==> src/rtl/core/blup_pkg.sv <==
// shared types, constants and helper functions of the 2x bilinear upsampler
// no dependencies; imported by every module of the block except blup_ram
`timescale 1ns / 1ps

package blup_pkg;

  // sizing of the map store
  localparam int MAX_SIDE    = 32;
  localparam int MAX_PAIRS   = 16;
  localparam int STORE_DEPTH = MAX_PAIRS * MAX_SIDE * MAX_SIDE;
  localparam int ADDR_W      = $clog2(STORE_DEPTH);

  // field widths
  localparam int SIDE_W   = 6;
  localparam int COORD_W  = $clog2(MAX_SIDE);
  localparam int PAIR_W   = 4;
  localparam int SAMPLE_W = 16;
  localparam int NUM_LANES = 2;
  localparam int WORD_W   = SAMPLE_W * NUM_LANES;
  localparam int S_TDATA_W = 48;
  localparam int M_TDATA_W = 32;

  // arithmetic
  localparam int NUM_TAPS = 4;
  localparam int WT_W     = 5;
  localparam int ACC_W    = SAMPLE_W + WT_W;
  localparam int FRAC_SH  = 4;
  localparam int YOFF_W   = COORD_W + SIDE_W;
  localparam int PS_W     = PAIR_W + SIDE_W;
  localparam int BASE_W   = PS_W + SIDE_W;

  // result queue
  localparam int FIFO_DEPTH = 8;
  localparam int FIFO_AW    = $clog2(FIFO_DEPTH);
  localparam int CNT_W      = $clog2(FIFO_DEPTH + 1);

  // side register reset
  localparam logic [SIDE_W-1:0] SIDE_RESET = SIDE_W'(MAX_SIDE);

  // request kinds
  localparam logic REQ_WRITE = 1'b0;
  localparam logic REQ_READ  = 1'b1;

  // axis weights of the high neighbour, in quarters
  localparam logic [1:0] W_NONE   = 2'd0;
  localparam logic [1:0] W_QUART  = 2'd1;
  localparam logic [1:0] W_THREEQ = 2'd3;
  localparam logic [2:0] QUARTERS = 3'd4;

  typedef logic signed [SAMPLE_W-1:0] sample_t;
  typedef logic signed [ACC_W-1:0]    acc_t;
  typedef logic [WT_W-1:0]            wt_t;
  typedef logic [ADDR_W-1:0]          addr_t;
  typedef logic [WORD_W-1:0]          word_t;

  // read item control that travels with the store access
  typedef struct packed {
    logic                   valid;
    logic                   err;
    wt_t [NUM_TAPS-1:0]     wt;
  } blup_ctl_t;

  typedef struct packed {
    logic [COORD_W-1:0] lo;
    logic [COORD_W-1:0] hi;
    logic [1:0]         w;
  } blup_axis_t;

  typedef struct packed {
    logic    err;
    sample_t odd;
    sample_t even;
  } blup_res_t;

  // half-pixel-center mapping of one output coordinate onto the input grid
  function automatic blup_axis_t axis_map(input logic [SIDE_W-1:0] o,
                                          input logic [SIDE_W-1:0] side);
    blup_axis_t         a;
    logic [COORD_W-1:0] m;
    logic [SIDE_W-1:0]  nxt;
    m = o[COORD_W:1];
    if (o[0]) begin
      a.lo = m;
      a.w  = W_QUART;
    end else if (m == '0) begin
      a.lo = '0;
      a.w  = W_NONE;
    end else begin
      a.lo = m - 1'b1;
      a.w  = W_THREEQ;
    end
    nxt  = SIDE_W'(a.lo) + 1'b1;
    a.hi = (nxt < side) ? COORD_W'(nxt) : COORD_W'(side - 1'b1);
    return a;
  endfunction

  // product of two axis factors, in sixteenths
  function automatic wt_t tap_wt(input logic [2:0] a, input logic [2:0] b);
    wt_t pa;
    wt_t pb;
    pa = WT_W'(a);
    pb = WT_W'(b);
    return pa * pb;
  endfunction

endpackage

==> src/rtl/core/blup_merge.sv <==
// merges lane sums into a result item: rounding, error zeroing, result queue
// depends on blup_pkg; also tracks results owed so the input never overruns the queue
`timescale 1ns / 1ps

module blup_merge
  import blup_pkg::*;
(
  input  logic                  clk_i,
  input  logic                  rst_ni,
  input  blup_ctl_t             ctl_i,
  input  acc_t [NUM_LANES-1:0]  acc_i,
  input  logic                  take_rd_i,
  output logic                  space_o,
  output logic                  m_tvalid_o,
  input  logic                  m_tready_i,
  output blup_res_t             res_o
);

  logic vld_q;
  logic err_q;

  always_ff @(posedge clk_i or negedge rst_ni) begin
    if (!rst_ni) begin
      vld_q <= 1'b0;
    end else begin
      vld_q <= ctl_i.valid;
    end
  end

  always_ff @(posedge clk_i) begin
    err_q <= ctl_i.err;
  end

  // round half up: add half an lsb, floor shift by four
  sample_t   rnd [NUM_LANES];
  acc_t      biased [NUM_LANES];
  blup_res_t push_res;

  always_comb begin
    for (int l = 0; l < NUM_LANES; l++) begin
      biased[l] = acc_i[l] + ACC_W'(8);
      rnd[l]    = biased[l][FRAC_SH +: SAMPLE_W];
    end
    if (err_q) begin
      push_res = '0;
      push_res.err = 1'b1;
    end else begin
      push_res.err  = 1'b0;
      push_res.even = rnd[0];
      push_res.odd  = rnd[1];
    end
  end

  // result queue
  blup_res_t          mem_q [FIFO_DEPTH];
  logic [FIFO_AW-1:0] wr_ptr_q, rd_ptr_q;
  logic [CNT_W-1:0]   cnt_q, cnt_d;
  logic [CNT_W-1:0]   owed_q, owed_d;
  logic               pop;

  assign m_tvalid_o = (cnt_q != '0);
  assign pop        = m_tvalid_o && m_tready_i;
  assign res_o      = mem_q[rd_ptr_q];
  assign space_o    = (owed_q < CNT_W'(FIFO_DEPTH));

  always_comb begin
    cnt_d  = cnt_q + CNT_W'(vld_q) - CNT_W'(pop);
    owed_d = owed_q + CNT_W'(take_rd_i) - CNT_W'(pop);
  end

  always_ff @(posedge clk_i or negedge rst_ni) begin
    if (!rst_ni) begin
      wr_ptr_q <= '0;
      rd_ptr_q <= '0;
      cnt_q    <= '0;
      owed_q   <= '0;
    end else begin
      cnt_q  <= cnt_d;
      owed_q <= owed_d;
      if (vld_q) begin
        wr_ptr_q <= wr_ptr_q + 1'b1;
      end
      if (pop) begin
        rd_ptr_q <= rd_ptr_q + 1'b1;
      end
    end
  end

  always_ff @(posedge clk_i) begin
    if (vld_q) begin
      mem_q[wr_ptr_q] <= push_res;
    end
  end

endmodule

==> config.mk <==
export PLATFORM = sky130hd
export DESIGN_NAME = blup_merge
export DESIGN_NICKNAME = d
export VERILOG_FILES = /design/src/rtl/core/blup_pkg.sv /design/src/rtl/core/blup_merge.sv
export SDC_FILE = /design/constraint.sdc
export NUM_CORES = 1
export LEC_CHECK = 0
export BUFFER_PORTS_ARGS = -buffer_cell sky130_fd_sc_hd__buf_4
export CAP_MARGIN = 0
export CORE_MARGIN = 2
export CORE_UTILIZATION = 45
export CTS_BUF_LIST = sky130_fd_sc_hd__clkbuf_16
export DETAILED_ROUTE_END_ITERATION = 10
export GPL_TIMING_DRIVEN = 0
export MAX_ROUTING_LAYER = met4
export PLACE_DENSITY_LB_ADDON = 0.3
export SLEW_MARGIN = 5
export SYNTH_ARGS = -nofsm -noshare
export SYNTH_HDL_FRONTEND = slang
export SYNTH_SLANG_ARGS = --single-unit
==> constraint.sdc <==
create_clock -name clk_i -period 9.3 [get_ports clk_i]
set_input_delay 1.86 -clock clk_i [delete_from_list [all_inputs] [get_ports clk_i]]
set_output_delay 1.86 -clock clk_i [all_outputs]
set_load 0.01 [all_outputs]
==> results_dict.tcl <==
set metrics [dict create \
    detail-route-antenna-nets 0 \
    cts.sinks 280 \
    grt_pass1_wl_um 36400 \
    worst_pin_slew_ps 956 \
    synth_cell_types 36 \
    drive_above_1_share_pct 35.4 \
    routabilityCongestion 0.730 \
    cts_hold_buf 0 \
    relSlewSlack_pct 36.1 \
    tritoncts "built" \
    drt_pre_antenna_iters 5 \
    seq_area_frac_synth_pct 72.6 \
    end_kind "output pin" \
    drt_iter0_drc 564 \
    cp_data_required_time_ps 7440 \
    wl_per_cell_um 23.1 \
    syn_inst 579 \
    worstPathMaxFanout 10 \
    viasPerCell 5.58 \
    routed-via-count 5845 \
    io_pins 103 \
    status "completed" \
    fin_skew_ps 8.49 \
    die_w_um 164 \
    num_rows 58 \
    utilization_pct 54.2 \
    multiInputGateArea_um2 3030 \
    drc_errors 0 \
    ys.warnings.count 0 \
    io_buffers 74 \
    timing.rr.start "vld_q" \
    whs_ps 507 \
    leakage_nw 4.60 \
    max_cap_viol_count 0 \
    hold_violations 0 \
    synth_nets 660 \
    cpPeakStageDelay_ps 560 \
    setup_tns_ps 0 \
    setup_viol 0 \
    arrival_ps 2790 \
    clk_path_buf_depth 3 \
    die_area_um2 26800 \
    cp_cell_sequence "buf_1, buf_2, mux4_2, mux2_2, buf_4" \
    cts_inserted_buffers 27 \
    start_kind "flop" \
    finalWirelength_um 24200 \
    grt_pass1_vias 6144 \
    rsz0062_at_grt "false" \
    fillers 1943 \
    syn_area_um2 11500 \
    postCtsResizedCells 0 \
    clk_latency_ps 530 \
    dpl_cell_area_um2 12700 \
    grt_max_degree 23 \
    hpwl_um 16100 \
    design_area_um2 13600 \
    power_density_nw_per_um2 304 \
    clk_pin_slew_worst_paths_ps 60 \
    whs_endpoint "wr_ptr_q[2]" \
    areaGrowthSynthToFinish_pct 18.7 \
    fmax_mhz 215 \
    hold_path_startpoint "wr_ptr_q[2]" \
    grt_overflow 0 \
    r2r_end "mem_q[0][6]" \
    drv_slew 0 \
    fp.coreArea_um2 25100 \
    irDropWorstVdd_v 0.000144 \
    root_buffer "clkbuf_16" \
    ys_ff_latch 280 \
    initial_core_util_pct 45.7 \
    seq_area_um2 8320 \
    rrSetupSlack_ps 6970 \
    htreeDepth 1 \
    final_nets 778 \
    crit_type "reg2out" \
    crit_slowest_cell "buf_1" \
    track_usage_pct 19.0 \
    cts_setup_buffers 0 \
    antenna_found_initial 0 \
    min_path_type "reg2reg" \
    r2r_cells 4 \
    die_h_um 164 \
    period_share_pct 50.0 \
    min_period_ps 4650 \
    syn_avg_cell_area_um2 19.8 \
    antenna_cells 0 \
    hold_depth 1 \
]
[cells by family after synthesis]
logic type,Yosys count,synth area share [%]
compound gates,18,0.873
xor+xnor,32,2.44
fa+ha+maj,13,1.55
buf+inv,37,1.51
flops,280,72.6
mux,103,16.6
simple gates,96,4.46
[per-stage QoR]
| stage | power (mW) | setup slack (ps) | cells |
|---|---|---|---|
| 6_report | 4.14 | 4650 | 1048 |
| 3_5_place_dp | 3.13 | 5150 | 998 |
| 5_1_grt | 4.32 | 4550 | 1048 |
| 4_1_cts | 4.19 | 4550 | 1048 |
| 2_1_floorplan | 2.55 | 5800 | 579 |
| 3_3_place_gp | 3.04 | 3540 | 983 |
[Yosys cell counts]
| master | count | share of area (%) |
|---|---|---|
| a21o_1 | 2 | 0.13 |
| a21oi_1 | 9 | 0.39 |
| and2_1 | 1 | 0.055 |
| and4_1 | 4 | 0.31 |
| buf_1 | 1 | 0.033 |
| buf_2 | 6 | 0.26 |
| buf_4 | 1 | 0.065 |
| buf_6 | 3 | 0.29 |
| clkbuf_1 | 11 | 0.36 |
| dfrtp_1 | 15 | 3.3 |
| dfxtp_1 | 1 | 0.17 |
| edfxtp_1 | 264 | 69 |
| fa_1 | 2 | 0.35 |
| ha_1 | 11 | 1.2 |
| inv_1 | 15 | 0.49 |
| mux2_2 | 36 | 3.5 |
| mux2i_1 | 1 | 0.087 |
| mux4_2 | 66 | 13 |
| nand2_1 | 12 | 0.39 |
| nand2b_1 | 3 | 0.16 |
| nand3_1 | 9 | 0.39 |
| nand3_4 | 2 | 0.31 |
| nand4_1 | 9 | 0.49 |
| nor2_1 | 33 | 1.1 |
| nor2b_1 | 3 | 0.16 |
| nor3_1 | 6 | 0.26 |
| nor4_1 | 4 | 0.22 |
| o21ai_0 | 5 | 0.22 |
| o31ai_1 | 2 | 0.13 |
| or2_2 | 2 | 0.11 |
| or3_1 | 3 | 0.16 |
| or3_2 | 2 | 0.13 |
| or3_4 | 1 | 0.098 |
| or4_1 | 2 | 0.13 |
| xnor2_1 | 19 | 1.5 |
| xor2_1 | 13 | 0.99 |
[flip-flops by register name, summed over array words and instances (netlist names)]
signal,cells
err_q,1
rd_ptr_q,3
mem_q,264
wr_ptr_q,3
vld_q,1
cnt_q,4
owed_q,4
[layout by cell type (no fill, tap or decap), types with 4 or more instances in the layout]
cell type	Yosys	final
nand3_1	9	9
inv_1	15	21
nand2_1	12	12
buf_16	0	4
clkinv_1	0	6
clkbuf_16	0	29
nor2_4	0	6
nand4_1	9	9
and4_1	4	4
buf_4	1	79
ha_1	11	11
edfxtp_1	264	264
nor3_1	6	4
nor4_1	4	4
buf_6	3	6
clkbuf_1	11	11
mux2_2	36	36
o21ai_0	5	5
mux4_2	66	66
xnor2_1	19	19
xor2_1	13	13
buf_2	6	6
a21oi_1	9	9
dfrtp_1	15	15
nor2_1	33	27
[report_power, final]
group | internal, mW | leakage [nW] | switching [mW]
Clock | 0.616 | 0.448 | 0.444
Sequential | 1.60 | 2.62 | 0.0670
Combinational | 0.712 | 1.53 | 0.698
[routing by layer]
layer / up-vias / GRT usage (%) / routed length [um]
li1: 2564 / - / -
met2: 206 / 30.7 / 12100
met4: 0 / 4.23 / 363
met3: 24 / 2.74 / 1540
met1: 3051 / 25.9 / 10200
met5: - / - / 0
[cell type report]
class	count	area share (%)
sequential	280	61.1
multi-input combinational	262	22.2
timing repair buffer	89	5.91
clock buffer	29	5.33
tap	330	3.03
clock inverter	21	1.10
buffer	22	0.855
inverter	15	0.414
[worst max path at each step]
| stage | endpoint | from | depth (start not counted) | slack [ps] |
|---|---|---|---|---|
| 6_report | res_o[25] | rd_ptr_q[1] | 5 | 4650 |
| 2_1_floorplan | res_o[0] | rd_ptr_q[0] | 5 | 5800 |
| 3_3_place_gp | mem_q[4][9] | vld_q | 2 | 3540 |
| 5_1_grt | res_o[20] | rd_ptr_q[1] | 5 | 4550 |
| 3_5_place_dp | res_o[27] | rd_ptr_q[1] | 5 | 5150 |
| 4_1_cts | res_o[27] | rd_ptr_q[1] | 5 | 4550 |
[worst max-delay path: cells and delay by family, from the launching register on]
kind	cells	cell delay, ps
mux	2	660
buf+inv	3	1130
flops	1	450
(Power assumes the default switching activity.)
