## config.mk

```make
export PLATFORM = sky130hd
export DESIGN_NAME = blup_lane
export DESIGN_NICKNAME = d
export VERILOG_FILES = /design/src/rtl/core/blup_pkg.sv /design/src/rtl/core/blup_lane.sv
export SDC_FILE = /design/constraint.sdc
export NUM_CORES = 1
export LEC_CHECK = 0
export BUFFER_PORTS_ARGS = -buffer_cell sky130_fd_sc_hd__buf_2
export CORE_ASPECT_RATIO = 1.25
export CORE_MARGIN = 1
export CORE_UTILIZATION = 45
export DETAILED_ROUTE_END_ITERATION = 16
export PLACE_DENSITY = 0.73
export SLEW_MARGIN = 40
export SYNTH_ARGS = -nofsm -noshare
export SYNTH_HDL_FRONTEND = slang
export SYNTH_SLANG_ARGS = --single-unit
```

## constraint.sdc

```tcl
create_clock -name clk_i -period 6.2 [get_ports clk_i]
set_input_delay 0 -clock clk_i [delete_from_list [all_inputs] [get_ports clk_i]]
set_output_delay 0 -clock clk_i [all_outputs]
set_load 0.05 [all_outputs]
```

## src/rtl/core/blup_pkg.sv

```systemverilog
// shared types, constants and helper functions of the 2x bilinear upsampler
// no dependencies; imported by every module of the block except blup_ram
`timescale 1ns / 1ps

package blup_pkg;

  // sizing of the map store
  localparam int MAX_SIDE    = 32;
  localparam int MAX_PAIRS   = 16;
  localparam int STORE_DEPTH = MAX_PAIRS * MAX_SIDE * MAX_SIDE;
  localparam int ADDR_W      = $clog2(STORE_DEPTH);

  // field widths
  localparam int SIDE_W   = 6;
  localparam int COORD_W  = $clog2(MAX_SIDE);
  localparam int PAIR_W   = 4;
  localparam int SAMPLE_W = 16;
  localparam int NUM_LANES = 2;
  localparam int WORD_W   = SAMPLE_W * NUM_LANES;
  localparam int S_TDATA_W = 48;
  localparam int M_TDATA_W = 32;

  // arithmetic
  localparam int NUM_TAPS = 4;
  localparam int WT_W     = 5;
  localparam int ACC_W    = SAMPLE_W + WT_W;
  localparam int FRAC_SH  = 4;
  localparam int YOFF_W   = COORD_W + SIDE_W;
  localparam int PS_W     = PAIR_W + SIDE_W;
  localparam int BASE_W   = PS_W + SIDE_W;

  // result queue
  localparam int FIFO_DEPTH = 8;
  localparam int FIFO_AW    = $clog2(FIFO_DEPTH);
  localparam int CNT_W      = $clog2(FIFO_DEPTH + 1);

  // side register reset
  localparam logic [SIDE_W-1:0] SIDE_RESET = SIDE_W'(MAX_SIDE);

  // request kinds
  localparam logic REQ_WRITE = 1'b0;
  localparam logic REQ_READ  = 1'b1;

  // axis weights of the high neighbour, in quarters
  localparam logic [1:0] W_NONE   = 2'd0;
  localparam logic [1:0] W_QUART  = 2'd1;
  localparam logic [1:0] W_THREEQ = 2'd3;
  localparam logic [2:0] QUARTERS = 3'd4;

  typedef logic signed [SAMPLE_W-1:0] sample_t;
  typedef logic signed [ACC_W-1:0]    acc_t;
  typedef logic [WT_W-1:0]            wt_t;
  typedef logic [ADDR_W-1:0]          addr_t;
  typedef logic [WORD_W-1:0]          word_t;

  // read item control that travels with the store access
  typedef struct packed {
    logic                   valid;
    logic                   err;
    wt_t [NUM_TAPS-1:0]     wt;
  } blup_ctl_t;

  typedef struct packed {
    logic [COORD_W-1:0] lo;
    logic [COORD_W-1:0] hi;
    logic [1:0]         w;
  } blup_axis_t;

  typedef struct packed {
    logic    err;
    sample_t odd;
    sample_t even;
  } blup_res_t;

  // half-pixel-center mapping of one output coordinate onto the input grid
  function automatic blup_axis_t axis_map(input logic [SIDE_W-1:0] o,
                                          input logic [SIDE_W-1:0] side);
    blup_axis_t         a;
    logic [COORD_W-1:0] m;
    logic [SIDE_W-1:0]  nxt;
    m = o[COORD_W:1];
    if (o[0]) begin
      a.lo = m;
      a.w  = W_QUART;
    end else if (m == '0) begin
      a.lo = '0;
      a.w  = W_NONE;
    end else begin
      a.lo = m - 1'b1;
      a.w  = W_THREEQ;
    end
    nxt  = SIDE_W'(a.lo) + 1'b1;
    a.hi = (nxt < side) ? COORD_W'(nxt) : COORD_W'(side - 1'b1);
    return a;
  endfunction

  // product of two axis factors, in sixteenths
  function automatic wt_t tap_wt(input logic [2:0] a, input logic [2:0] b);
    wt_t pa;
    wt_t pb;
    pa = WT_W'(a);
    pb = WT_W'(b);
    return pa * pb;
  endfunction

endpackage

```

## src/rtl/core/blup_lane.sv

```systemverilog
// one channel lane: weighted sum of four neighbor samples in sixteenths
// depends on blup_pkg
`timescale 1ns / 1ps

module blup_lane
  import blup_pkg::*;
(
  input  logic                   clk_i,
  input  sample_t [NUM_TAPS-1:0] samp_i,
  input  wt_t [NUM_TAPS-1:0]     wt_i,
  output acc_t                   acc_o
);

  acc_t prod [NUM_TAPS];
  acc_t acc_d;
  acc_t acc_q;

  always_comb begin
    for (int k = 0; k < NUM_TAPS; k++) begin
      prod[k] = ACC_W'($signed({1'b0, wt_i[k]}) * $signed(samp_i[k]));
    end
    acc_d = (prod[0] + prod[1]) + (prod[2] + prod[3]);
  end

  always_ff @(posedge clk_i) begin
    acc_q <= acc_d;
  end

  assign acc_o = acc_q;

endmodule

```

==> flow_summary.ini, run 1 <==
[die]
die_w_um = 148
ios = 106
core_um2 = 26200
dieArea_um2 = 27400
rows = 66
fp.dieH_um = 185
start_util_pct = 46.0

[cells_and_area]
layout.nets = 1865
largest_reg_flops = 21
diodes = 0
area_growth_pct = 7.77
postLayoutCellArea_um2 = 13000
drive_gt1_share_pct = 8.45

[sta]
worstMarginPinSlew_ns = 0.372
hold_viol = 0
slew_headroom_pct = 75.0
drv_slew = 0
setup_tns_ns = 0
setup_viol = 0
rsz0062_at_grt = no
period_share_pct = 91.6
max_freq_mhz = 176
post-route-min-period_ns = 5.68

[setup_path]
required_ns = 6.37
crit_buf_inv = 5
critPathLaunch = wt_i[0]
crit_type = primary input to flop
path_cells = buf_2 -> and2_1 -> fa_1 -> inv_1 -> fa_1 -> fa_1 -> fa_1 -> inv_1 -> fa_1 -> fa_1 -> inv_1 -> fa_1 -> inv_1 -> ha_1 -> o21ai_0 -> or3_1 -> a21oi_1 -> o21ai_1 -> a211o_1 -> o311ai_1
slowest_stage = fa_1
crit_family = adder cells
arrival_ns = 5.85
max_stage_delay_ns = 0.54
crit_top_cell = fa_1
end_kind = flop
startpoint_type = primary input
crit_fanout = 16

[routing]
drc = 0
ant_nets = 0
drtPass1Iterations = 5
vias = 8214
drt_iter0_drc = 386
wl_per_cell_um = 14.6
wl_mm = 25.0
viasPerCell = 4.80

[synthesis]
synth_edf_count = 0
synth.top_cell.area_share_pct = 48.9
async_reset_ff_share_pct = 0
ys.flop_type = dfxtp_1
ys_seq_elements = 21
synth_cells = 1286
synthTopCellsByArea = fa_1 49%, and2_1 14%, inv_1 12%, ha_1 12%, dfxtp_1 3.5%
syn_area_um2 = 12000
synth_top_area_cell = fa_1
avgSynthCellArea_um2 = 9.37
yosysWarnings = 0
seq_area_frac_synth_pct = 3.49
ys_types = 39
synth_nets = 1778

[clock_network]
clk_pin_slew_ns = 0.07
hold_buffers = 0
cts_resized = 0
cts_sinks = 21
htreeDepth = 1
cts_tree = built
clockBufferDepth = 2
cts_root_buffer = clkbuf_16
cts_buffers = 3
post-cts-setup-buffer-count = 0

[global_routing]
antenna_found_initial = 1
grt_pass1_wl_mm = 42.0
grt_use_met3_pct = 1.31
gr-max-usage-layer = met2
grt_max_degree = 17
overflow = 0
grtUsageTotal_pct = 19.6
grt_pass1_vias = 9141
use_met1_pct = 21.4
met2_usage_pct = 39.3

[placement]
dpl-instance-area_um2 = 12900
port_buffers = 105
dp.final_hpwl_mm = 23.5
gp_congestion = 0.915

[worst_hold_path]
min_from = samp_i[16]
hold_path.class = primary input to flop

[run]
maxCapViolations = 0

[outcome]
status = finished clean
-- metal layers --
metal	vias to the layer above	wire (µm)
met3	56	740
met2	183	14700
met5	-	13
li1	3807	-
met1	4166	8720
met4	2	877
-- through the flow --
| stage | util [%] | hold slack (ns) | setup WS (ns) | std cells |
|---|---|---|---|---|
| after CTS | 49.6 | 0.274 | 0.515 | 1712 |
| after floorplan | - | 0.349 | 0.622 | 1286 |
| after global routing | 49.6 | 0.296 | 0.265 | 1712 |
| final | 49.6 | 0.270 | 0.520 | 1712 |
| after global placement | 49.3 | 0.468 | 0.355 | 1708 |
| after detailed placement | 49.3 | 0.468 | 0.252 | 1708 |
-- kinds of logic (layout without fill, tap and decap cells) --
family,count (synthesis),in the layout,share of synthesized area (%)
simple gates,348,348,17.0
fa+ha+maj,407,407,60.6
xor+xnor,38,38,2.76
buf+inv,423,509,13.3
compound gates,48,48,2.83
flops,21,21,3.49
mux,1,1,0.0831
-- cell usage in the layout, fill, tap and decap left out, types with 2 or more instances in the layout --
master     instances
xor2_1             6
nand3_1            2
nor2_1            10
or3_1              2
inv_1            400
buf_2            105
a211oi_1           2
a211o_1            2
nor3_1             3
o21a_1             6
ha_1             113
dfxtp_1           21
o21bai_1           2
and2_1           278
o21ai_0            8
clkbuf_16          3
a21oi_1           13
a21o_1             5
fa_1             294
xnor2_1           32
nand2_1           47
-- worst paths after layout --
path,end,slack [ns],depth (start not counted)
worst max-delay path,acc_o[18],0.52,20
worst min-delay path,acc_o[0],0.27,4
-- synth_stat cells, drive strengths merged, types with 2 or more instances --
cell type  count
a21oi         14
nor3           3
a211oi         2
xor2           6
ha           113
o21a           6
a21o           5
a211o          2
dfxtp         21
clkbuf        21
and2         278
o21bai         3
fa           294
nor2          10
inv          400
or3            2
nand2         47
nand3          2
xnor2         32
buf            2
o21ai          9
-- worst min-delay path, delay by kind of cell --
kind / cells / cell delay, ns
and+or+nand+nor: 1 / 0.13
buffers and inverters: 1 / 0.12
adders and majority gates: 2 / 0.26
-- cell type report --
cell class / instances / area, µm²
fill: 2439 / 13200
inverter: 400 / 1500
tap: 340 / 425
sequential: 21 / 420
clock inverter: 1 / 7.51
multi-input combinational: 842 / 10000
timing repair buffer: 105 / 526
clock buffer: 3 / 75.1
Power of run 1 is not shown: default switching activity piles up to over one toggle a cycle in this logic, so the estimate is an artifact.
==> inputs of run 2 (changes only) <==
--- a/config.mk
+++ b/config.mk
@@ -10,7 +10,8 @@
 export CORE_MARGIN = 1
 export CORE_UTILIZATION = 45
 export DETAILED_ROUTE_END_ITERATION = 16
-export PLACE_DENSITY = 0.73
+export GPL_ROUTABILITY_DRIVEN = 0
+export PLACE_DENSITY = 0.75
 export SLEW_MARGIN = 40
 export SYNTH_ARGS = -nofsm -noshare
 export SYNTH_HDL_FRONTEND = slang
==> constraint.sdc (replaced) <==
create_clock -name clk_i -period 4.8 [get_ports clk_i]
set_input_delay 0 -clock clk_i [delete_from_list [all_inputs] [get_ports clk_i]]
set_output_delay 0 -clock clk_i [all_outputs]
set_load 0.05 [all_outputs]
==> flow_summary.ini, run 2 (synthesis results as in run 1) <==
[clock_network]
cts_root_buffer = clkbuf_16
cts_sinks = 21
clk_pin_slew_ns = 0.06
clockBufferDepth = 2
htreeDepth = 1
cts_tree = built
hold_buffers = 0
cts_buffers = 3

[cells_and_area]
drive_gt1_share_pct = 24.8
utilization_pct = 56.1
regArea_um2 = 420
largest_reg_flops = 21
nFillCells = 2221
layout.nets = 1996
final_common_cell = inv_1
area_growth_pct = 21.9
multi_input_area_um2 = 10500
layout_common_cells = 375 x inv_1, 271 x fa_1, 245 x and2_1, 116 x buf_4, 98 x ha_1

[outcome]
failed_checks = negative setup slack
status = finished with violations

[global_routing]
grt_max_degree = 17
grt_pass1_wl_mm = 45.6
grt_pass1_vias = 10100
antenna_found_initial = 1
grtUsageTotal_pct = 21.3
overflow = 0

[setup_path]
crit_type = primary input to flop
startpoint_type = primary input
arrival_ns = 5.61
required_ns = 4.99
crit_fanout = 5
end_kind = flop

[routing]
wl_per_cell_um = 14.8
drt_iter0_drc = 264
drc = 0
viasPerCell = 4.76
vias = 8795
ant_nets = 0
wl_mm = 27.4
drtPass1Iterations = 4

[placement]
dp.final_hpwl_mm = 24.8
port_buffers = 105

[sta]
setup_slack_ns = -0.620
slew_headroom_pct = 75.7
drv_slew = 0
period_share_pct = 113
setup_viol = 12
worstMarginPinSlew_ns = 0.365
rsz0062_at_grt = yes
max_freq_mhz = 185
post-route-min-period_ns = 5.42
hold_viol = 0

[worst_hold_path]
hold_path.class = primary input to flop

[run]
maxCapViolations = 0

[die]
fp.dieH_um = 185
die_w_um = 148
ios = 106
rows = 66
core_um2 = 26200
start_util_pct = 46.0
dieArea_um2 = 27400
==> run 2: area by class of cell <==
cell class / count / share of cell area (%)
clock inverter: 1 / 0.0341
sequential: 21 / 2.86
antenna: 3 / 0.0511
inverter: 400 / 10.2
clock buffer: 3 / 0.511
multi-input combinational: 842 / 71.5
tap: 340 / 2.90
timing repair buffer: 236 / 11.9
==> run 2: critical path: stages <==
cell and delay (ns):
buf_8 0.11, and2_4 0.15, fa_1 0.54, inv_2 0.04
fa_1 0.53, inv_1 0.05, fa_1 0.48, fa_1 0.57
fa_1 0.45, fa_1 0.48, fa_1 0.57, ha_4 0.22
nor2b_4 0.12, or4_4 0.45, a2111oi_4 0.40, nor2_2 0.09
a211o_1 0.26, o211ai_1 0.09
==> run 2: final timing paths <==
check	start	to	slack [ns]	cells past startpoint
max	wt_i[15]	acc_o[19]	-0.62	18
min	samp_i[32]	acc_o[0]	0.29	4
==> run 2: per-layer routing <==
metal	wire, µm	global-route usage, %	vias up
met2	16300	43.9	163
met5	8	0	-
met1	9110	21.7	4476
met3	765	1.75	69
met4	1170	8.37	2
li1	-	-	4085
==> run 2: repair_timing <==
| action | CTS | global route |
|---|---|---|
| pin swaps | 67 | 88 |
| buffers inserted | 6 | 9 |
| endpoints found under the setup margin | 13 | 13 |
| gates cloned | 0 | 1 |
| gates resized for setup | 104 | 76 |
==> run 2: metrics by stage <==
stage                     instance area [µm²]  hold WS (ns)  setup TNS [ns]  std cells  setup slack [ns]
final                                   14700         0.289           -5.46       1846            -0.620
after global placement                  13900         0.469          -10.76       1823             -1.02
after global routing                    14700         0.309           -7.18       1843            -0.772
after floorplan                         12200         0.349           -5.58       1286            -0.691
after CTS                               14300         0.280           -5.07       1833            -0.570
after detailed placement                13900         0.468          -11.60       1823             -1.07
Power of run 2 is left out for the same reason.
