### src/rtl/core/blup_pkg.sv
// shared types, constants and helper functions of the 2x bilinear upsampler
// no dependencies; imported by every module of the block except blup_ram
`timescale 1ns / 1ps

package blup_pkg;

  // sizing of the map store
  localparam int MAX_SIDE    = 32;
  localparam int MAX_PAIRS   = 16;
  localparam int STORE_DEPTH = MAX_PAIRS * MAX_SIDE * MAX_SIDE;
  localparam int ADDR_W      = $clog2(STORE_DEPTH);

  // field widths
  localparam int SIDE_W   = 6;
  localparam int COORD_W  = $clog2(MAX_SIDE);
  localparam int PAIR_W   = 4;
  localparam int SAMPLE_W = 16;
  localparam int NUM_LANES = 2;
  localparam int WORD_W   = SAMPLE_W * NUM_LANES;
  localparam int S_TDATA_W = 48;
  localparam int M_TDATA_W = 32;

  // arithmetic
  localparam int NUM_TAPS = 4;
  localparam int WT_W     = 5;
  localparam int ACC_W    = SAMPLE_W + WT_W;
  localparam int FRAC_SH  = 4;
  localparam int YOFF_W   = COORD_W + SIDE_W;
  localparam int PS_W     = PAIR_W + SIDE_W;
  localparam int BASE_W   = PS_W + SIDE_W;

  // result queue
  localparam int FIFO_DEPTH = 8;
  localparam int FIFO_AW    = $clog2(FIFO_DEPTH);
  localparam int CNT_W      = $clog2(FIFO_DEPTH + 1);

  // side register reset
  localparam logic [SIDE_W-1:0] SIDE_RESET = SIDE_W'(MAX_SIDE);

  // request kinds
  localparam logic REQ_WRITE = 1'b0;
  localparam logic REQ_READ  = 1'b1;

  // axis weights of the high neighbour, in quarters
  localparam logic [1:0] W_NONE   = 2'd0;
  localparam logic [1:0] W_QUART  = 2'd1;
  localparam logic [1:0] W_THREEQ = 2'd3;
  localparam logic [2:0] QUARTERS = 3'd4;

  typedef logic signed [SAMPLE_W-1:0] sample_t;
  typedef logic signed [ACC_W-1:0]    acc_t;
  typedef logic [WT_W-1:0]            wt_t;
  typedef logic [ADDR_W-1:0]          addr_t;
  typedef logic [WORD_W-1:0]          word_t;

  // read item control that travels with the store access
  typedef struct packed {
    logic                   valid;
    logic                   err;
    wt_t [NUM_TAPS-1:0]     wt;
  } blup_ctl_t;

  typedef struct packed {
    logic [COORD_W-1:0] lo;
    logic [COORD_W-1:0] hi;
    logic [1:0]         w;
  } blup_axis_t;

  typedef struct packed {
    logic    err;
    sample_t odd;
    sample_t even;
  } blup_res_t;

  // half-pixel-center mapping of one output coordinate onto the input grid
  function automatic blup_axis_t axis_map(input logic [SIDE_W-1:0] o,
                                          input logic [SIDE_W-1:0] side);
    blup_axis_t         a;
    logic [COORD_W-1:0] m;
    logic [SIDE_W-1:0]  nxt;
    m = o[COORD_W:1];
    if (o[0]) begin
      a.lo = m;
      a.w  = W_QUART;
    end else if (m == '0) begin
      a.lo = '0;
      a.w  = W_NONE;
    end else begin
      a.lo = m - 1'b1;
      a.w  = W_THREEQ;
    end
    nxt  = SIDE_W'(a.lo) + 1'b1;
    a.hi = (nxt < side) ? COORD_W'(nxt) : COORD_W'(side - 1'b1);
    return a;
  endfunction

  // product of two axis factors, in sixteenths
  function automatic wt_t tap_wt(input logic [2:0] a, input logic [2:0] b);
    wt_t pa;
    wt_t pb;
    pa = WT_W'(a);
    pb = WT_W'(b);
    return pa * pb;
  endfunction

endpackage

### src/rtl/core/blup_addr.sv
// request decode: range checks, axis mapping, weights and store addresses
// depends on blup_pkg; two register stages
`timescale 1ns / 1ps

module blup_addr
  import blup_pkg::*;
(
  input  logic                  clk_i,
  input  logic                  rst_ni,
  input  logic [SIDE_W-1:0]     side_cfg_i,
  input  logic                  take_i,
  input  logic                  req_type_i,
  input  logic [PAIR_W-1:0]     pair_i,
  input  logic [SIDE_W-1:0]     row_i,
  input  logic [SIDE_W-1:0]     col_i,
  input  word_t                 word_i,
  output logic                  we_o,
  output addr_t                 waddr_o,
  output word_t                 wdata_o,
  output addr_t [NUM_TAPS-1:0]  raddr_o,
  output blup_ctl_t             ctl_o
);

  // stage 0: decode at the input
  logic [SIDE_W-1:0]  side_eff;
  logic [SIDE_W:0]    side2;
  logic               pair_ok;
  logic               rd_err;
  logic               wr_ok;
  blup_axis_t         ax_y;
  blup_axis_t         ax_x;
  logic [COORD_W-1:0] y0, y1, x0, x1;
  logic [1:0]         wy, wx;
  logic [PS_W-1:0]    ps_d;
  logic [YOFF_W-1:0]  yoff0_d, yoff1_d;

  always_comb begin
    if (side_cfg_i == '0) begin
      side_eff = SIDE_W'(1);
    end else if (side_cfg_i > SIDE_W'(MAX_SIDE)) begin
      side_eff = SIDE_W'(MAX_SIDE);
    end else begin
      side_eff = side_cfg_i;
    end
  end

  assign side2   = {side_eff, 1'b0};
  assign pair_ok = (32'(pair_i) < MAX_PAIRS);
  assign rd_err  = ({1'b0, row_i} >= side2) || ({1'b0, col_i} >= side2) || !pair_ok;
  assign wr_ok   = (row_i < side_eff) && (col_i < side_eff) && pair_ok;
  assign ax_y    = axis_map(row_i, side_eff);
  assign ax_x    = axis_map(col_i, side_eff);

  always_comb begin
    if (req_type_i == REQ_READ) begin
      y0 = ax_y.lo;
      y1 = ax_y.hi;
      x0 = ax_x.lo;
      x1 = ax_x.hi;
      wy = ax_y.w;
      wx = ax_x.w;
    end else begin
      y0 = row_i[COORD_W-1:0];
      y1 = row_i[COORD_W-1:0];
      x0 = col_i[COORD_W-1:0];
      x1 = col_i[COORD_W-1:0];
      wy = W_NONE;
      wx = W_NONE;
    end
  end

  assign ps_d    = PS_W'(pair_i) * PS_W'(side_eff);
  assign yoff0_d = YOFF_W'(y0) * YOFF_W'(side_eff);
  assign yoff1_d = YOFF_W'(y1) * YOFF_W'(side_eff);

  // stage 1 registers
  logic               s1_vld_q;
  logic               s1_rd_q, s1_err_q, s1_wok_q;
  logic [SIDE_W-1:0]  s1_side_q;
  logic [PS_W-1:0]    s1_ps_q;
  logic [YOFF_W-1:0]  s1_yoff0_q, s1_yoff1_q;
  logic [COORD_W-1:0] s1_x0_q, s1_x1_q;
  logic [1:0]         s1_wy_q, s1_wx_q;
  word_t              s1_word_q;

  always_ff @(posedge clk_i or negedge rst_ni) begin
    if (!rst_ni) begin
      s1_vld_q <= 1'b0;
    end else begin
      s1_vld_q <= take_i;
    end
  end

  always_ff @(posedge clk_i) begin
    s1_rd_q    <= (req_type_i == REQ_READ);
    s1_err_q   <= rd_err;
    s1_wok_q   <= wr_ok;
    s1_side_q  <= side_eff;
    s1_ps_q    <= ps_d;
    s1_yoff0_q <= yoff0_d;
    s1_yoff1_q <= yoff1_d;
    s1_x0_q    <= x0;
    s1_x1_q    <= x1;
    s1_wy_q    <= wy;
    s1_wx_q    <= wx;
    s1_word_q  <= word_i;
  end

  // stage 1: pair base, tap addresses and weights
  logic [BASE_W-1:0]    base_full;
  addr_t                base;
  addr_t                row0, row1;
  addr_t [NUM_TAPS-1:0] raddr_d;
  wt_t [NUM_TAPS-1:0]   wt_d;
  logic [2:0]           fy_lo, fy_hi, fx_lo, fx_hi;

  assign base_full = BASE_W'(s1_ps_q) * BASE_W'(s1_side_q);
  assign base      = base_full[ADDR_W-1:0];
  assign row0      = base + ADDR_W'(s1_yoff0_q);
  assign row1      = base + ADDR_W'(s1_yoff1_q);
  assign raddr_d[0] = row0 + ADDR_W'(s1_x0_q);
  assign raddr_d[1] = row0 + ADDR_W'(s1_x1_q);
  assign raddr_d[2] = row1 + ADDR_W'(s1_x0_q);
  assign raddr_d[3] = row1 + ADDR_W'(s1_x1_q);

  assign fy_hi = {1'b0, s1_wy_q};
  assign fx_hi = {1'b0, s1_wx_q};
  assign fy_lo = QUARTERS - fy_hi;
  assign fx_lo = QUARTERS - fx_hi;
  assign wt_d[0] = tap_wt(fy_lo, fx_lo);
  assign wt_d[1] = tap_wt(fy_lo, fx_hi);
  assign wt_d[2] = tap_wt(fy_hi, fx_lo);
  assign wt_d[3] = tap_wt(fy_hi, fx_hi);

  // stage 2 registers
  logic                 we_q;
  logic                 rd_vld_q;
  logic                 err_q;
  addr_t [NUM_TAPS-1:0] raddr_q;
  word_t                wdata_q;
  wt_t [NUM_TAPS-1:0]   wt_q;

  always_ff @(posedge clk_i or negedge rst_ni) begin
    if (!rst_ni) begin
      we_q     <= 1'b0;
      rd_vld_q <= 1'b0;
    end else begin
      we_q     <= s1_vld_q && !s1_rd_q && s1_wok_q;
      rd_vld_q <= s1_vld_q && s1_rd_q;
    end
  end

  always_ff @(posedge clk_i) begin
    err_q   <= s1_err_q;
    raddr_q <= raddr_d;
    wdata_q <= s1_word_q;
    wt_q    <= wt_d;
  end

  assign we_o    = we_q;
  assign waddr_o = raddr_q[0];
  assign wdata_o = wdata_q;
  assign raddr_o = raddr_q;
  assign ctl_o   = '{valid: rd_vld_q, err: err_q, wt: wt_q};

endmodule

### config.mk
export PLATFORM = sky130hd
export DESIGN_NAME = blup_addr
export DESIGN_NICKNAME = d
export VERILOG_FILES = /design/src/rtl/core/blup_pkg.sv /design/src/rtl/core/blup_addr.sv
export SDC_FILE = /design/constraint.sdc
export NUM_CORES = 1
export LEC_CHECK = 0
export BUFFER_PORTS_ARGS = -buffer_cell sky130_fd_sc_hd__buf_2
export CAP_MARGIN = 15
export CORE_MARGIN = 4
export CORE_UTILIZATION = 45
export CTS_BUF_LIST = sky130_fd_sc_hd__clkbuf_8
export DETAILED_ROUTE_END_ITERATION = 8
export PLACE_DENSITY_LB_ADDON = 0.12
export SYNTH_ARGS = -nofsm -noshare
export SYNTH_HDL_FRONTEND = slang
export SYNTH_SLANG_ARGS = --single-unit
### constraint.sdc
create_clock -name clk_i -period 7 [get_ports clk_i]
set_clock_uncertainty 0.05 [all_clocks]
set_input_delay 0.7 -clock clk_i [delete_from_list [all_inputs] [get_ports clk_i]]
set_output_delay 0.7 -clock clk_i [all_outputs]
set_load 0.01 [all_outputs]
==> results of run 1 <==
metal layers:
layer / vias up / part of all wire (%)
met3: 19 / 4.2
li1: 4625 / -
met2: 196 / 45
met5: - / 0
met4: 0 / 1.3
met1: 4082 / 49
worst min path at each step:
stage	from	end	slack [ns]	cells past startpoint
floorplan	s1_err_q$_DFF_P_	err_q$_DFF_P_	0.26	0
global placement	s1_word_q[7]$_DFF_P_	wdata_o[7]$_DFF_P_	0.26	0
detailed placement	s1_word_q[18]$_DFF_P_	wdata_o[18]$_DFF_P_	0.26	0
CTS	word_i[0]	s1_word_q[0]$_DFF_P_	0.23	1
global route	word_i[30]	s1_word_q[30]$_DFF_P_	0.22	1
finish	word_i[30]	s1_word_q[30]$_DFF_P_	0.26	1
what timing repair did:
item | in CTS | in global routing
hold endpoints to repair | 3 | 0
gates resized for setup | 0 | 3
hold buffers | 1 | 0
setup endpoints to repair | 0 | 1
logic make-up (layout without fill, tap and decap cells):
kind of cell | after synthesis | count (layout) | share of synthesized area, %
xor gates and xnor gates | 111 | 111 | 7.895
other | 1 | 1 | 0.03045
buffers and inverters | 191 | 384 | 6.452
adders and majority gates | 234 | 234 | 28.29
muxes | 10 | 10 | 0.8332
and+or+nand+nor | 339 | 339 | 13.35
AOI/OAI and AO/OA | 217 | 217 | 11.33
DFF | 195 | 195 | 31.82
final cells by class:
cell class | count | area, um^2
Tap cell | 341 | 426.7
Inverter | 144 | 540.5
Clock buffer | 17 | 234.0
Sequential cell | 195 | 3919
Multi-Input combinational cell | 912 | 7644
Clock inverter | 15 | 237.7
Timing Repair Buffer | 208 | 1111
Fill cell | 2565 | 12840
cells in the mapped netlist (5+ instances only):
library cell / number
xnor2_1: 76
nor3_1: 16
xor2_1: 35
a21o_1: 24
ha_1: 160
nor2_1: 101
dfxtp_1: 192
o211ai_1: 5
or2_2: 7
a21oi_1: 72
nor4_1: 6
nand2_1: 96
nand2b_1: 10
clkbuf_1: 23
inv_1: 141
a211oi_1: 9
buf_4: 20
mux2i_1: 8
o21bai_1: 13
nand3_1: 12
o21ai_0: 35
fa_1: 74
nor2b_1: 8
and2_1: 53
o21a_1: 21
cells in the final DEF (no fill, tap or decap), types with 8 or more instances in the layout:
cell	count
nor3_1	16
buf_2	181
mux2i_1	8
nand3_1	12
nor2b_1	8
xor2_1	35
inv_1	141
a21o_1	24
nand2_1	96
nand2b_1	10
clkbuf_8	17
nor2_1	101
a211oi_1	9
o21a_1	21
buf_4	26
dfxtp_1	192
a21oi_1	68
o21bai_1	13
and2_1	53
ha_1	159
o21ai_0	33
fa_1	74
xnor2_1	76
registers in the layout (all words and copies together) (netlist names), 2 cells and up:
name / flops
raddr_o: 42
s1_word_q: 32
wdata_o: 32
ctl_o: 16
waddr_o: 14
s1_yoff0_q: 11
s1_yoff1_q: 11
s1_ps_q: 10
s1_side_q: 6
s1_x0_q: 5
s1_x1_q: 5
s1_wx_q: 2
s1_wy_q: 2
power breakdown:
part | switching [W] | internal [W]
Clock | 0.000517 | 0.000306
Sequential | 0.0000965 | 0.00138
Combinational | 0.00144 | 0.00109
Total | 0.00206 | 0.00278
per-stage QoR:
step / hold slack (ns) / util, % / area (um^2) / instances / TNS [ns]
after floorplan: 0.2596 / - / 12350 / 1298 / 0
after global placement: 0.2599 / 50.52 / 13620 / 1799 / 0
after detailed placement: 0.2621 / 50.52 / 13620 / 1799 / -0.1816
after CTS: 0.2283 / 52.31 / 14100 / 1832 / 0
after global routing: 0.2182 / 52.36 / 14110 / 1832 / -0.01857
final: 0.2565 / 52.36 / 14110 / 1832 / 0
==> impl_metrics.json, run 1 <==
{
  "synthFlopType": "dfxtp_1",
  "grt_util_met1_pct": 24.61,
  "rows": 60,
  "place.gp.congestion": 0.8347,
  "synth_top_area_cell": "dfxtp_1",
  "rsz0062_at_grt": "true",
  "htree_levels": 4,
  "wl_per_cell_um": 14.38,
  "required_ns": 7.34,
  "synth-seq-cells": 195,
  "cp.arrival_ns": 7.03,
  "coreArea_um2": 26950,
  "ys_seq_area_share_pct": 31.82,
  "fin_nets": 1770,
  "grt_util_met3_pct": 2.726,
  "routed_wl_mm": 26.34,
  "cts_setup_buffers": 0,
  "slowest_delay_ns": 0.55,
  "cts_buffers": 17,
  "crit_top_cell": "inv_1",
  "drive_gt1_share_pct": 18.24,
  "drt-pass1-iter-count": 5,
  "netlist_instances": 1298,
  "synth_edf_count": 0,
  "netlist_area_um2": 12310,
  "cp_num_buf_inv": 5,
  "tightestPinTransition_ns": 0.8415,
  "n_antenna_cell": 0,
  "crit_path_top_delay_cell": "fa_1",
  "die_area_um2": 30080,
  "yosysWarningCount": 0,
  "powerDensity_nw_per_um2": 342.8,
  "cp_top_family": "adder cells",
  "setup.worst_path.start": "row_i[1]",
  "postSynth.asyncResetShare_pct": 1.538,
  "clockRootBuffer": "clkbuf_8",
  "ioPinCount": 183,
  "slew_headroom_pct": 43.56,
  "hpwl_mm": 21.38,
  "top_usage_layer": "met2",
  "grt_pass1_vias": 9042,
  "leakagePower_nw": 6.973,
  "die_h_um": 173.4,
  "clock_latency_ns": 0.48,
  "routed_via_density": 4.870,
  "portBuffers": 181,
  "report.final.slew_viol_count": 0,
  "period_share_pct": 95.60,
  "worstSetupPathType": "in2reg",
  "setup_ws_ns": 0.3081,
  "grt_overflow": 0,
  "first_iter_violations": 344,
  "cp_num_cells": 33,
  "min_path_type": "in2reg",
  "cts_buffer_depth": 2,
  "place_ws_ns": -0.1004,
  "drc": 0,
  "drv_cap": 0,
  "syn2layout_area_growth_pct": 14.60,
  "outcome": "completed",
  "vias": 8922,
  "die_width_um": 173.4,
  "synth_cell_types": 69,
  "hold_viol": 0,
  "r2r_cells": 17,
  "setup.worst_path.end": "s1_yoff1_q[10]$_DFF_P_",
  "synth_area_per_cell_um2": 9.487,
  "start_util_pct": 45.69,
  "r2r-end": "raddr_o[41]$_DFF_P_",
  "cts.sinks": 195,
  "ant_nets": 0,
  "r2r-start": "s1_side_q[4]$_DFF_P_",
  "yosys-top-cells-area": "dfxtp_1 31%, ha_1 16%, fa_1 12%",
  "endpoint_kind": "flop",
  "power.total_w": 0.004838,
  "cts_tree": "yes",
  "grt_max_degree": 47,
  "r2r_setup_slack_ns": 0.92,
  "grtUsageTotal_pct": 17.70,
  "vdd_drop_max_uv": 151.0,
  "clkSlewWorstSetupHoldPaths_ns": 0.14,
  "synth_nets": 1590,
  "grt_antenna_before_repair": 0,
  "setup_viol_count_final": 0,
  "fmax_ghz": 0.1494,
  "period_needed_ns": 6.692,
  "grt_use_met2_pct": 29.12,
  "cp-start-kind": "input port",
  "yosysTopAreaCellShare_pct": 31.21,
  "critPathMaxFanout": 2,
  "grt_pass1_wl_mm": 44.56
}
Power figures use the tool's default switching activity.
==> inputs of run 2 (changes only) <==
CORE_ASPECT_RATIO = 1.5   (was default)
==> run 2 against run 1 <==
Count of clock-buffer cells in the layout rose by 1. Routed wire length fell by 2.0%. First-iteration DRC count fell by 3.2%. Sequential share of layout area rose by 0.16 points. Fmax rose by 2.3%. Setup slack improved by 0.15 ns. Sequential power barely moved. Design area fell by 0.59%. Critical path type unchanged. Power fell by 2.9%. Highest routed layer unchanged. Via count rose by 0.53%.
==> impl_metrics.json, run 2 (synthesis results as in run 1) <==
{
  "power_frac_seq_pct": 31.4,
  "cp-start-kind": "input port",
  "crit_path_top_delay_cell": "fa_1",
  "grt_antenna_before_repair": 0,
  "wl_per_cell_um": 14.12,
  "report.final.slew_viol_count": 0,
  "slew_headroom_pct": 49.76,
  "cts_buffer_depth": 2,
  "grt_pass1_wl_mm": 43.63,
  "clock_latency_ns": 0.48,
  "setup_viol_count_final": 0,
  "fin_nets": 1771,
  "fmax_ghz": 0.1529,
  "rows": 73,
  "fillCellCount": 2539,
  "clkSlewWorstSetupHoldPaths_ns": 0.11,
  "die_width_um": 143.1,
  "vias": 8969,
  "cts_tree": "yes",
  "n_antenna_cell": 0,
  "cts_resized": 0,
  "portBuffers": 181,
  "grt_util_met3_pct": 2.565,
  "rsz0062_at_grt": "false",
  "largest_register_ff_count": 42,
  "multiInputGateArea_um2": 7629,
  "switching_share_pct": 40.90,
  "drive_gt1_share_pct": 18.10,
  "seqCellArea_um2": 3919,
  "power.total_w": 0.004696,
  "vdd_drop_max_uv": 247.8,
  "outcome": "completed",
  "endpoint_kind": "flop",
  "hpwl_mm": 21.78,
  "grt_max_degree": 32,
  "grt_use_met2_pct": 33.24,
  "hold_viol": 0,
  "final_cell_mix": "192 x dfxtp_1, 181 x buf_2, 159 x ha_1",
  "grt_overflow": 0,
  "drc": 0,
  "clockRootBuffer": "clkbuf_8",
  "routed_wl_mm": 25.82,
  "required_ns": 7.36,
  "top_usage_layer": "met2",
  "cts_buffers": 17,
  "first_iter_violations": 333,
  "place.gp.congestion": 0.8797,
  "period_share_pct": 93.44,
  "ant_nets": 0,
  "grt_util_met1_pct": 20.70,
  "ioPinCount": 183,
  "final_common_cell": "dfxtp_1",
  "coreArea_um2": 26760,
  "grtUsageTotal_pct": 17.86,
  "share_comb_of_total_power_pct": 53.6,
  "tightestPinTransition_ns": 0.7490,
  "drt-pass1-iter-count": 4,
  "cp.arrival_ns": 6.91,
  "internal_power_w": 0.002775,
  "worstSetupPathType": "in2reg",
  "critPathMaxFanout": 2,
  "grt_pass1_vias": 9124,
  "slowest_delay_ns": 0.54,
  "period_needed_ns": 6.541,
  "crit_top_cell": "inv_1",
  "powerDensity_nw_per_um2": 334.7,
  "tns_ns": 0,
  "hold_slack_ns": 0.2658,
  "leakagePower_nw": 6.935,
  "die_area_um2": 30130,
  "start_util_pct": 46.01,
  "cts.sinks": 195,
  "clockPowerShare_pct": 15.0,
  "syn2layout_area_growth_pct": 13.93,
  "switching_power_w": 0.001921,
  "drv_cap": 0,
  "cp_num_buf_inv": 5,
  "cp_top_family": "adder cells",
  "htree_levels": 4,
  "die_h_um": 210.6,
  "routed_via_density": 4.904,
  "min_path_type": "in2reg"
}
[run 2: what timing repair did]
| item | in CTS | in global routing |
|---|---|---|
| hold buffers | 1 | 0 |
| endpoints found under the hold margin | 3 | 0 |
| setup buffers | 0 | 0 |
[run 2: worst register-to-register path: cells and delay by family, from the launching register on]
kind	cells	cell delay, ns
fa+ha+maj	5	2.10
simple gates	5	1.67
compound gates	4	1.24
flops	1	0.56
xor+xnor	2	0.30
buf+inv	2	0.12
[run 2: final timing paths]
check                                      startpoint                      to  slack (ns)  depth (start not counted)
worst max-delay path                         row_i[1]  s1_yoff1_q[10]$_DFF_P_        0.46                         33
worst min-delay path                           take_i      s1_vld_q$_DFF_PN0_        0.27                          1
worst max register to register   s1_side_q[1]$_DFF_P_     raddr_o[41]$_DFF_P_        0.90                         18
worst min register to register  s1_word_q[26]$_DFF_P_     wdata_o[26]$_DFF_P_        0.28                          0
max in group asynchronous                      rst_ni          we_o$_DFF_PN0_        6.31                          2
min in group asynchronous                      rst_ni      s1_vld_q$_DFF_PN0_        0.48                          2
[run 2: metal layers]
layer | vias up | part of all wire [%]
met5 | - | 0
met4 | 0 | 1.9
met3 | 29 | 4.3
met2 | 178 | 52
met1 | 4131 | 42
li1 | 4631 | -
[run 2: cell type report]
class | instances | share of cell area, %
timing repair buffer | 209 | 7.973
inverter | 144 | 3.853
clock inverter | 14 | 1.097
sequential | 195 | 27.93
tap | 337 | 3.005
clock buffer | 18 | 1.766
multi-input combinational | 912 | 54.37
[run 2: power by group through the flow]
stage | combinational, W | sequential, W | clock [W]
3_3_place_gp | 0.00250 | 0.00150 | 0
3_5_place_dp | 0.00254 | 0.00151 | 0
5_1_grt | 0.00286 | 0.00151 | 0.000779
4_1_cts | 0.00255 | 0.00148 | 0.000739
2_1_floorplan | 0.00185 | 0.00158 | 0
6_report | 0.00252 | 0.00148 | 0.000703
[run 2: stage by stage]
stage	util, %	cells	setup WS (ns)	area [um^2]
after floorplan	-	1298	0.01536	12350
after global placement	50.89	1796	0.04466	13620
after detailed placement	50.89	1796	-0.03211	13620
after CTS	52.42	1829	0.4975	14030
after global routing	52.42	1829	0.01431	14030
final	52.42	1829	0.4593	14030
